### src/rtl/xcpd_pkg.sv
// Package with the shared types and constants of the XOR checksum packet deframer.
`default_nettype none

package xcpd_pkg;

	localparam int BUFFER_DEPTH_DEF = 256;
	localparam int PAYLOAD_LIMIT = 200;
	localparam logic [7:0] MAX_LEN_RESET = 8'(PAYLOAD_LIMIT + 1);

	localparam logic [7:0] SYNC_CHAR = 8'h24;
	localparam logic [7:0] CR_CHAR = 8'h0D;
	localparam logic [7:0] LF_CHAR = 8'h0A;

	typedef enum logic [2:0] {
		PH_SYNC1,
		PH_SYNC2,
		PH_TYPE,
		PH_LEN,
		PH_BODY,
		PH_CHK,
		PH_CR,
		PH_LF
	} phase_t;

	typedef enum logic [2:0] {
		EV_NONE = 3'd0,
		EV_OK   = 3'd1,
		EV_LONG = 3'd2,
		EV_CHK  = 3'd3,
		EV_CR   = 3'd4,
		EV_LF   = 3'd5
	} event_t;

	typedef struct packed {
		logic       kind;
		logic [7:0] rx_byte;
		logic [7:0] read_index;
	} in_item_t;

	typedef struct packed {
		logic [2:0] event_res;
		logic [7:0] frame_type;
		logic [7:0] frame_length;
		logic [7:0] computed_checksum;
		logic [7:0] read_data;
	} out_item_t;

	typedef struct packed {
		event_t     ev;
		logic [7:0] frame_type;
		logic [7:0] frame_length;
		logic [7:0] computed_checksum;
	} parse_res_t;

endpackage

`default_nettype wire

### src/rtl/xcpd_ram.sv
// Generic single-clock RAM with one write port and one registered read port.
`default_nettype none

module xcpd_ram #(
	parameter int WIDTH = 8,
	parameter int DEPTH = xcpd_pkg::BUFFER_DEPTH_DEF
) (
	input  wire logic                     clk,
	input  wire logic                     wr_en,
	input  wire logic [$clog2(DEPTH)-1:0] wr_addr,
	input  wire logic [WIDTH-1:0]         wr_data,
	input  wire logic                     rd_en,
	input  wire logic [$clog2(DEPTH)-1:0] rd_addr,
	output logic      [WIDTH-1:0]         rd_data
);

	logic [WIDTH-1:0] mem_q [DEPTH];

	always_ff @(posedge clk) begin
		if (wr_en) begin
			mem_q[wr_addr] <= wr_data;
		end
		if (rd_en) begin
			rd_data <= mem_q[rd_addr];
		end
	end

endmodule

`default_nettype wire

### src/rtl/xcpd_parser.sv
// Frame parser state machine with header, length, checksum and trailer checks.
`default_nettype none

module xcpd_parser #(
	parameter int BUFFER_DEPTH = xcpd_pkg::BUFFER_DEPTH_DEF
) (
	input  wire logic                            clk,
	input  wire logic                            arst_n,
	input  wire logic                            step,
	input  wire logic [7:0]                      rx_byte,
	input  wire logic [7:0]                      max_len,
	output xcpd_pkg::parse_res_t                 res,
	output logic                                 wr_en,
	output logic      [$clog2(BUFFER_DEPTH)-1:0] wr_addr
);

	localparam int AW = $clog2(BUFFER_DEPTH);

	xcpd_pkg::phase_t phase_q;
	xcpd_pkg::phase_t phase_d;
	logic [7:0]       type_q;
	logic [7:0]       len_q;
	logic [7:0]       prog_q;
	logic [7:0]       chk_q;
	logic [7:0]       prog_inc;
	logic             in_range;
	xcpd_pkg::event_t ev;

	assign prog_inc = prog_q + 8'd1;
	assign in_range = {1'b0, prog_q} < 9'(BUFFER_DEPTH);

	always_comb begin
		phase_d = phase_q;
		unique case (phase_q)
			xcpd_pkg::PH_SYNC1, xcpd_pkg::PH_SYNC2: begin
				if (rx_byte == xcpd_pkg::SYNC_CHAR) begin
					phase_d = (phase_q == xcpd_pkg::PH_SYNC1) ? xcpd_pkg::PH_SYNC2
						: xcpd_pkg::PH_TYPE;
				end else begin
					phase_d = xcpd_pkg::PH_SYNC1;
				end
			end
			xcpd_pkg::PH_TYPE: begin
				phase_d = xcpd_pkg::PH_LEN;
			end
			xcpd_pkg::PH_LEN: begin
				if (rx_byte == 8'd0) begin
					phase_d = xcpd_pkg::PH_CHK;
				end else if (rx_byte <= max_len) begin
					phase_d = xcpd_pkg::PH_BODY;
				end else begin
					phase_d = xcpd_pkg::PH_SYNC1;
				end
			end
			xcpd_pkg::PH_BODY: begin
				if (prog_inc == len_q) begin
					phase_d = xcpd_pkg::PH_CHK;
				end
			end
			xcpd_pkg::PH_CHK: begin
				phase_d = (chk_q == rx_byte) ? xcpd_pkg::PH_CR : xcpd_pkg::PH_SYNC1;
			end
			xcpd_pkg::PH_CR: begin
				phase_d = (rx_byte == xcpd_pkg::CR_CHAR) ? xcpd_pkg::PH_LF
					: xcpd_pkg::PH_SYNC1;
			end
			xcpd_pkg::PH_LF: begin
				phase_d = xcpd_pkg::PH_SYNC1;
			end
			default: begin
				phase_d = xcpd_pkg::PH_SYNC1;
			end
		endcase
	end

	always_comb begin
		ev = xcpd_pkg::EV_NONE;
		wr_en = 1'b0;
		if (step) begin
			unique case (phase_q)
				xcpd_pkg::PH_LEN: begin
					if (rx_byte != 8'd0 && rx_byte > max_len) begin
						ev = xcpd_pkg::EV_LONG;
					end
				end
				xcpd_pkg::PH_BODY: begin
					wr_en = in_range;
				end
				xcpd_pkg::PH_CHK: begin
					if (chk_q != rx_byte) begin
						ev = xcpd_pkg::EV_CHK;
					end
				end
				xcpd_pkg::PH_CR: begin
					if (rx_byte != xcpd_pkg::CR_CHAR) begin
						ev = xcpd_pkg::EV_CR;
					end
				end
				xcpd_pkg::PH_LF: begin
					ev = (rx_byte == xcpd_pkg::LF_CHAR) ? xcpd_pkg::EV_OK : xcpd_pkg::EV_LF;
				end
				default: begin
					ev = xcpd_pkg::EV_NONE;
				end
			endcase
		end
	end

	assign wr_addr = prog_q[AW-1:0];

	always_comb begin
		res.ev = ev;
		res.frame_type = 8'd0;
		res.frame_length = 8'd0;
		res.computed_checksum = 8'd0;
		if (ev != xcpd_pkg::EV_NONE) begin
			res.frame_type = type_q;
			res.frame_length = (phase_q == xcpd_pkg::PH_LEN) ? rx_byte : len_q;
			res.computed_checksum = (phase_q == xcpd_pkg::PH_LEN) ? 8'd0 : chk_q;
		end
	end

	always_ff @(posedge clk or negedge arst_n) begin
		if (!arst_n) begin
			phase_q <= xcpd_pkg::PH_SYNC1;
			type_q <= 8'd0;
			len_q <= 8'd0;
			prog_q <= 8'd0;
			chk_q <= 8'd0;
		end else if (step) begin
			phase_q <= phase_d;
			if (phase_q == xcpd_pkg::PH_TYPE) begin
				type_q <= rx_byte;
			end
			if (phase_q == xcpd_pkg::PH_LEN) begin
				len_q <= rx_byte;
				prog_q <= 8'd0;
				chk_q <= 8'd0;
			end
			if (phase_q == xcpd_pkg::PH_BODY) begin
				prog_q <= prog_inc;
				chk_q <= chk_q ^ rx_byte;
			end
		end
	end

	a_event_restarts: assert property (@(posedge clk) disable iff (!arst_n)
		step && ev != xcpd_pkg::EV_NONE |=> phase_q == xcpd_pkg::PH_SYNC1)
		else $error("parser did not restart after a terminal event");

	a_idle_holds: assert property (@(posedge clk) disable iff (!arst_n)
		!step |=> $stable(phase_q) && $stable(prog_q) && $stable(chk_q))
		else $error("parser state changed without a received byte");

	a_body_counts: assert property (@(posedge clk) disable iff (!arst_n)
		step && phase_q == xcpd_pkg::PH_BODY |=> prog_q == $past(prog_q) + 8'd1)
		else $error("payload position did not advance on a payload byte");

endmodule

`default_nettype wire

### src/rtl/xor_checksum_packet_deframer.sv
// Top level of the XOR checksum packet deframer with payload buffer and output register.
// An accepted transfer goes through the middle stage register, then the output register.
// Throughput: one item per cycle unless stalled; parser and buffer port each take one step.
// A result waiting on out_data does not block input while the middle stage is free.
// Reset clears the parser, the pipeline valids and sets max_payload_length to 201.
// The payload buffer is not cleared by reset; its entries are undefined until written.
`default_nettype none

module xor_checksum_packet_deframer #(
	parameter int BUFFER_DEPTH = xcpd_pkg::BUFFER_DEPTH_DEF
) (
	input  wire logic                clk,
	input  wire logic                arst_n,
	input  wire logic                cfg_we,
	input  wire logic [7:0]          cfg_wdata,
	input  wire logic                in_valid,
	output logic                     in_stall,
	input  wire xcpd_pkg::in_item_t  in_data,
	output logic                     out_valid,
	input  wire logic                out_stall,
	output xcpd_pkg::out_item_t      out_data
);

	localparam int AW = $clog2(BUFFER_DEPTH);

	logic [7:0]           max_payload_length_q;
	logic                 in_accept;
	logic                 step;
	logic                 s1_adv;
	logic                 rd_ok;
	logic                 wr_en;
	logic [AW-1:0]        wr_addr;
	logic [7:0]           rd_data;
	xcpd_pkg::parse_res_t res;
	logic                 s1_valid;
	logic                 s1_kind;
	logic                 s1_rd_ok;
	xcpd_pkg::parse_res_t s1_res;
	logic                 out_valid_q;
	xcpd_pkg::out_item_t  out_data_q;

	always_ff @(posedge clk or negedge arst_n) begin
		if (!arst_n) begin
			max_payload_length_q <= xcpd_pkg::MAX_LEN_RESET;
		end else if (cfg_we) begin
			max_payload_length_q <= cfg_wdata;
		end
	end

	assign s1_adv = !out_valid_q || !out_stall;
	assign in_stall = s1_valid && !s1_adv;
	assign in_accept = in_valid && !in_stall;
	assign step = in_accept && !in_data.kind;
	assign rd_ok = {1'b0, in_data.read_index} < 9'(BUFFER_DEPTH);

	xcpd_parser #(
		.BUFFER_DEPTH(BUFFER_DEPTH)
	) u_parser (
		.clk     (clk),
		.arst_n  (arst_n),
		.step    (step),
		.rx_byte (in_data.rx_byte),
		.max_len (max_payload_length_q),
		.res     (res),
		.wr_en   (wr_en),
		.wr_addr (wr_addr)
	);

	xcpd_ram #(
		.WIDTH (8),
		.DEPTH (BUFFER_DEPTH)
	) u_buf (
		.clk     (clk),
		.wr_en   (wr_en),
		.wr_addr (wr_addr),
		.wr_data (in_data.rx_byte),
		.rd_en   (in_accept && in_data.kind),
		.rd_addr (in_data.read_index[AW-1:0]),
		.rd_data (rd_data)
	);

	always_ff @(posedge clk or negedge arst_n) begin
		if (!arst_n) begin
			s1_valid <= 1'b0;
		end else if (in_accept) begin
			s1_valid <= 1'b1;
		end else if (s1_adv) begin
			s1_valid <= 1'b0;
		end
	end

	always_ff @(posedge clk) begin
		if (in_accept) begin
			s1_kind <= in_data.kind;
			s1_rd_ok <= rd_ok;
			s1_res <= res;
		end
	end

	always_ff @(posedge clk or negedge arst_n) begin
		if (!arst_n) begin
			out_valid_q <= 1'b0;
		end else if (s1_adv) begin
			out_valid_q <= s1_valid;
		end
	end

	always_ff @(posedge clk) begin
		if (s1_adv && s1_valid) begin
			out_data_q.event_res <= s1_res.ev;
			out_data_q.frame_type <= s1_res.frame_type;
			out_data_q.frame_length <= s1_res.frame_length;
			out_data_q.computed_checksum <= s1_res.computed_checksum;
			out_data_q.read_data <= (s1_kind && s1_rd_ok) ? rd_data : 8'd0;
		end
	end

	assign out_valid = out_valid_q;
	assign out_data = out_data_q;

	a_read_no_event: assert property (@(posedge clk) disable iff (!arst_n)
		in_accept && in_data.kind |=> s1_valid && s1_res.ev == xcpd_pkg::EV_NONE)
		else $error("read item produced a parser event");

	a_s1_holds: assert property (@(posedge clk) disable iff (!arst_n)
		s1_valid && !s1_adv |=> s1_valid && $stable(s1_kind) && $stable(s1_res))
		else $error("middle stage lost or changed a waiting result");

	a_stall_only_full: assert property (@(posedge clk) disable iff (!arst_n)
		in_stall |-> s1_valid && out_valid_q && out_stall)
		else $error("input stalled while a stage was free");

	a_no_write_on_read: assert property (@(posedge clk) disable iff (!arst_n)
		wr_en |-> step && !in_data.kind)
		else $error("payload buffer written without a received byte");

endmodule

`default_nettype wire
### config.mk
export PLATFORM = sky130hd
export DESIGN_NAME = xor_checksum_packet_deframer
export DESIGN_NICKNAME = d
export VERILOG_FILES = /design/src/rtl/xcpd_pkg.sv /design/src/rtl/xcpd_ram.sv /design/src/rtl/xcpd_parser.sv /design/src/rtl/xor_checksum_packet_deframer.sv
export SDC_FILE = /design/constraint.sdc
export NUM_CORES = 2
export LEC_CHECK = 0
export BUFFER_PORTS_ARGS = -buffer_cell sky130_fd_sc_hd__buf_2
export CORE_UTILIZATION = 50
export CTS_BUF_LIST = sky130_fd_sc_hd__clkbuf_2
export CTS_CLUSTER_DIAMETER = 80
export CTS_CLUSTER_SIZE = 40
export DETAILED_ROUTE_END_ITERATION = 7
export GPL_TIMING_DRIVEN = 0
export MAX_ROUTING_LAYER = met4
export PLACE_DENSITY = 0.65
export SYNTH_ARGS = -nofsm -noshare
export SYNTH_HDL_FRONTEND = slang
export SYNTH_SLANG_ARGS = --single-unit
### constraint.sdc
create_clock -name clk -period 4.91 [get_ports clk]
set_clock_uncertainty 0.15 [all_clocks]
set_input_delay 0.982 -clock clk [delete_from_list [all_inputs] [get_ports clk]]
set_output_delay 0.982 -clock clk [all_outputs]
set_load 0.02 [all_outputs]
==> flow_results.xml <==
<?xml version="1.0" encoding="UTF-8"?>
<metrics>
  <group name="run_status">
    <metric name="status" unit="">finished, violations left</metric>
    <metric name="violations_in_the_final_reports" unit="">design-rule violations, max-capacitance violations, max-slew violations, negative setup slack</metric>
  </group>
  <group name="clock_network">
    <metric name="clock_path_buffers" unit="">3</metric>
    <metric name="cts_htree_levels" unit="">3</metric>
    <metric name="cts-root-buf" unit="">sky130_fd_sc_hd__clkbuf_2</metric>
    <metric name="numCtsBuffers" unit="">102</metric>
    <metric name="clkSinkCount" unit="">2164</metric>
    <metric name="clk-insertion-delay-late" unit="ps">1790</metric>
    <metric name="clk_pin_slew" unit="ps">520</metric>
    <metric name="cts_tree" unit="">built</metric>
  </group>
  <group name="sta">
    <metric name="relSlewSlack" unit="">-0.227</metric>
    <metric name="drv_slew" unit="">72</metric>
    <metric name="setup_tns" unit="ps">-5540</metric>
    <metric name="tightestPinTransition" unit="ps">1840</metric>
    <metric name="timing.final.crit_period" unit="ps">5090</metric>
    <metric name="finalCritPeriodShare" unit="">1.04</metric>
    <metric name="hold_violations" unit="">0</metric>
    <metric name="max_freq" unit="MHz">196</metric>
    <metric name="finalSetupViolations" unit="">74</metric>
    <metric name="final.setup.worst_slack" unit="ps">-183</metric>
    <metric name="rsz0062_at_grt" unit="">true</metric>
  </group>
  <group name="synth">
    <metric name="synth.ff_latch_count" unit="">2164</metric>
    <metric name="synth_enable_flop_cells" unit="">2119</metric>
    <metric name="postSynthCellCount" unit="">4163</metric>
    <metric name="dominant_register_cell_in_the_synthesized_netlist" unit="">sky130_fd_sc_hd__edfxtp_1</metric>
    <metric name="netlist_top_cells_count" unit="">sky130_fd_sc_hd__edfxtp_1, sky130_fd_sc_hd__mux4_2, sky130_fd_sc_hd__nor2_1</metric>
    <metric name="synth_top_area_frac" unit="">0.751</metric>
    <metric name="synth_warnings" unit="">0</metric>
    <metric name="avgSynthCellArea" unit="µm²">20.4</metric>
    <metric name="synthDistinctLibCells" unit="">67</metric>
    <metric name="mappedNetlistNets" unit="">4205</metric>
    <metric name="yosysMostFrequentCell" unit="">sky130_fd_sc_hd__edfxtp_1</metric>
    <metric name="synth_async_sr_flop_share" unit="">0.0208</metric>
    <metric name="post_synth_main_area_contributors" unit="">sky130_fd_sc_hd__edfxtp_1, sky130_fd_sc_hd__mux4_2, sky130_fd_sc_hd__mux2i_1</metric>
    <metric name="synth.cell_area" unit="µm²">84700</metric>
    <metric name="synth_seq_area_share" unit="">0.764</metric>
    <metric name="yosys.area.top_type" unit="">sky130_fd_sc_hd__edfxtp_1</metric>
  </group>
  <group name="floorplanning">
    <metric name="floorplan.die_area" unit="µm²">171000</metric>
    <metric name="ios" unit="">67</metric>
    <metric name="floorplan.rows" unit="">150</metric>
    <metric name="initial_core_util" unit="">0.505</metric>
    <metric name="die_w" unit="µm">414</metric>
    <metric name="core_area" unit="µm²">168000</metric>
    <metric name="die_height" unit="µm">414</metric>
  </group>
  <group name="detailed_routing">
    <metric name="routed_wire_length_per_instance" unit="µm">43.0</metric>
    <metric name="detail-route-antenna-nets" unit="">0</metric>
    <metric name="route.final.wire_length" unit="µm">293000</metric>
    <metric name="post-route-drc-count" unit="">1</metric>
    <metric name="drt_iter0_markers" unit="">9527</metric>
    <metric name="number_of_detailed_route_iterations_in_the_first_pass" unit="">8</metric>
    <metric name="via_count" unit="">47300</metric>
    <metric name="vias_per_cell" unit="">6.94</metric>
  </group>
  <group name="worst_setup_path">
    <metric name="critical_path.max_fanout" unit="">29</metric>
    <metric name="crit_start_category" unit="">flip-flop</metric>
    <metric name="cp.arrival" unit="ps">6420</metric>
    <metric name="timing.setup.critical_path_class" unit="">flip-flop to flip-flop</metric>
    <metric name="critical_path_required" unit="ps">6240</metric>
    <metric name="setup.worst_path.end_class" unit="">flip-flop</metric>
  </group>
  <group name="place">
    <metric name="gp_congestion" unit="">1.03</metric>
    <metric name="dpl_worst_slack" unit="ps">-1760</metric>
    <metric name="port_buffers" unit="">62</metric>
    <metric name="place_hpwl" unit="µm">184000</metric>
  </group>
  <group name="global_route">
    <metric name="grt_remaining_overflow" unit="">0</metric>
    <metric name="grt_max_degree" unit="">159</metric>
    <metric name="first_global_vias" unit="">43600</metric>
    <metric name="track_usage" unit="">0.355</metric>
    <metric name="grt_pass1_wl" unit="µm">387000</metric>
    <metric name="antenna_found_initial" unit="">18</metric>
  </group>
  <group name="worst_hold_path">
    <metric name="hold_path.class" unit="">primary input to flip-flop</metric>
  </group>
  <group name="power">
    <metric name="p_leak" unit="nW">28.7</metric>
    <metric name="powerDensity" unit="nW/µm²">343</metric>
    <metric name="irDropWorstVdd" unit="mV">0.257</metric>
    <metric name="post-layout-total-power" unit="mW">31.6</metric>
  </group>
  <group name="final_layout">
    <metric name="area_taken_by_flip_flops_and_latches" unit="µm²">64800</metric>
    <metric name="fin_nets" unit="">4537</metric>
    <metric name="multi_input_area" unit="µm²">18600</metric>
    <metric name="post_route_cells_drive_above_1_share" unit="">0.236</metric>
    <metric name="fillCellCount" unit="">12800</metric>
    <metric name="syn_to_final_growth" unit="%">8.56</metric>
    <metric name="layout.core_utilization" unit="">0.548</metric>
  </group>
  <group name="job">
    <metric name="drv_cap" unit="">8</metric>
  </group>
</metrics>
## power by group
part	internal (mW)	switching [mW]	total [mW]
sequential	20.4	0.0943	20.5
clock	1.60	6.61	8.20
combinational	0.841	2.00	2.84
total	22.9	8.70	31.6
## through the flow
| stage | hold WS, ps | area (µm²) | cells |
|---|---|---|---|
| after global routing | 266 | 92000 | 6803 |
| after global placement | 254 | 87800 | 6429 |
| after detailed placement | 255 | 88300 | 6445 |
| final | 275 | 92000 | 6811 |
| after CTS | 90.8 | 91700 | 6779 |
| after floorplan | 250 | 84700 | 4163 |
## critical path, stage by stage (launching register included)
cell,delay [ps]
sky130_fd_sc_hd__dfrtp_1,540
sky130_fd_sc_hd__nand3_1,220
sky130_fd_sc_hd__and2_4,440
sky130_fd_sc_hd__nand2b_1,180
sky130_fd_sc_hd__or3_1,450
sky130_fd_sc_hd__buf_2,230
sky130_fd_sc_hd__nor3b_2,270
sky130_fd_sc_hd__nand2_1,520
sky130_fd_sc_hd__clkbuf_1,780
sky130_fd_sc_hd__nor2_1,940
## metal layers
layer	track usage	part of all wire
met1	0.462	0.35
met2	0.489	0.43
met3	0.117	0.15
met4	0.203	0.071
met5	-	0
## flip-flops by register name (all words and copies together) (netlist names), 3 cells and up
name	cells
u_parser.len_q	8
out_data	35
max_payload_length_q	8
s1_res	27
u_buf.mem_q	2048
u_parser.wr_addr	8
u_buf.rd_data	8
u_parser.chk_q	8
u_parser.type_q	8
u_parser.phase_q	3
## cells by family after synthesis
family,share of synthesized area
flip-flops,0.764
multiplexers,0.151
AND/OR/NAND/NOR,0.0327
AO/OA/AOI/OAI,0.0296
buffers and inverters,0.0177
XOR/XNOR,0.00289
adder cells (fa/ha/maj),0.00177
## cell usage in the layout (no fill, tap or decap), types with 63 or more instances in the layout
master / n
sky130_fd_sc_hd__edfxtp_1: 2119
sky130_fd_sc_hd__buf_4: 112
sky130_fd_sc_hd__clkbuf_1: 86
sky130_fd_sc_hd__clkbuf_2: 112
sky130_fd_sc_hd__nor2_1: 238
sky130_fd_sc_hd__mux4_2: 447
sky130_fd_sc_hd__buf_2: 130
sky130_fd_sc_hd__nor2_2: 63
sky130_fd_sc_hd__mux2i_1: 228
sky130_fd_sc_hd__a22oi_1: 74
sky130_fd_sc_hd__nand2_1: 106
## worst paths after layout
check | startpoint | endpoint | slack, ps | depth (start not counted)
max in group asynchronous | arst_n | u_parser.phase_q[1] | 3680 | 5
setup reg to reg | out_valid | u_buf.mem_q[199][1] | -180 | 9
hold reg to reg | s1_res[4] | out_data[12] | 270 | 0
setup / recovery | out_valid | u_buf.mem_q[199][1] | -180 | 9
min in group asynchronous | arst_n | u_parser.type_q[3] | 640 | 5
hold / removal | in_data[16] | u_parser.phase_q[0] | 270 | 5
## final cells by class
| type | instances | share of cell area |
|---|---|---|
| sequential | 2164 | 0.704 |
| clock buffer | 104 | 0.00566 |
| tap | 2204 | 0.0300 |
| inverter | 15 | 0.000612 |
| buffer | 245 | 0.0158 |
| antenna | 22 | 0.000599 |
| clock inverter | 90 | 0.0162 |
| timing repair buffer | 228 | 0.0242 |
| multi-input combinational | 1739 | 0.203 |
## timing repair
| item | 4_1_cts | 5_1_grt |
|---|---|---|
| setup buffers | 73 | 9 |
| hold buffers | 67 | 0 |
| endpoints found under the hold margin | 2158 | 0 |
| pin swaps | 47 | 9 |
| gates resized for setup | 28 | 47 |
| cloned | 0 | 0 |
| endpoints found under the setup margin | 1810 | 427 |
Power figures use the tool's default switching activity.
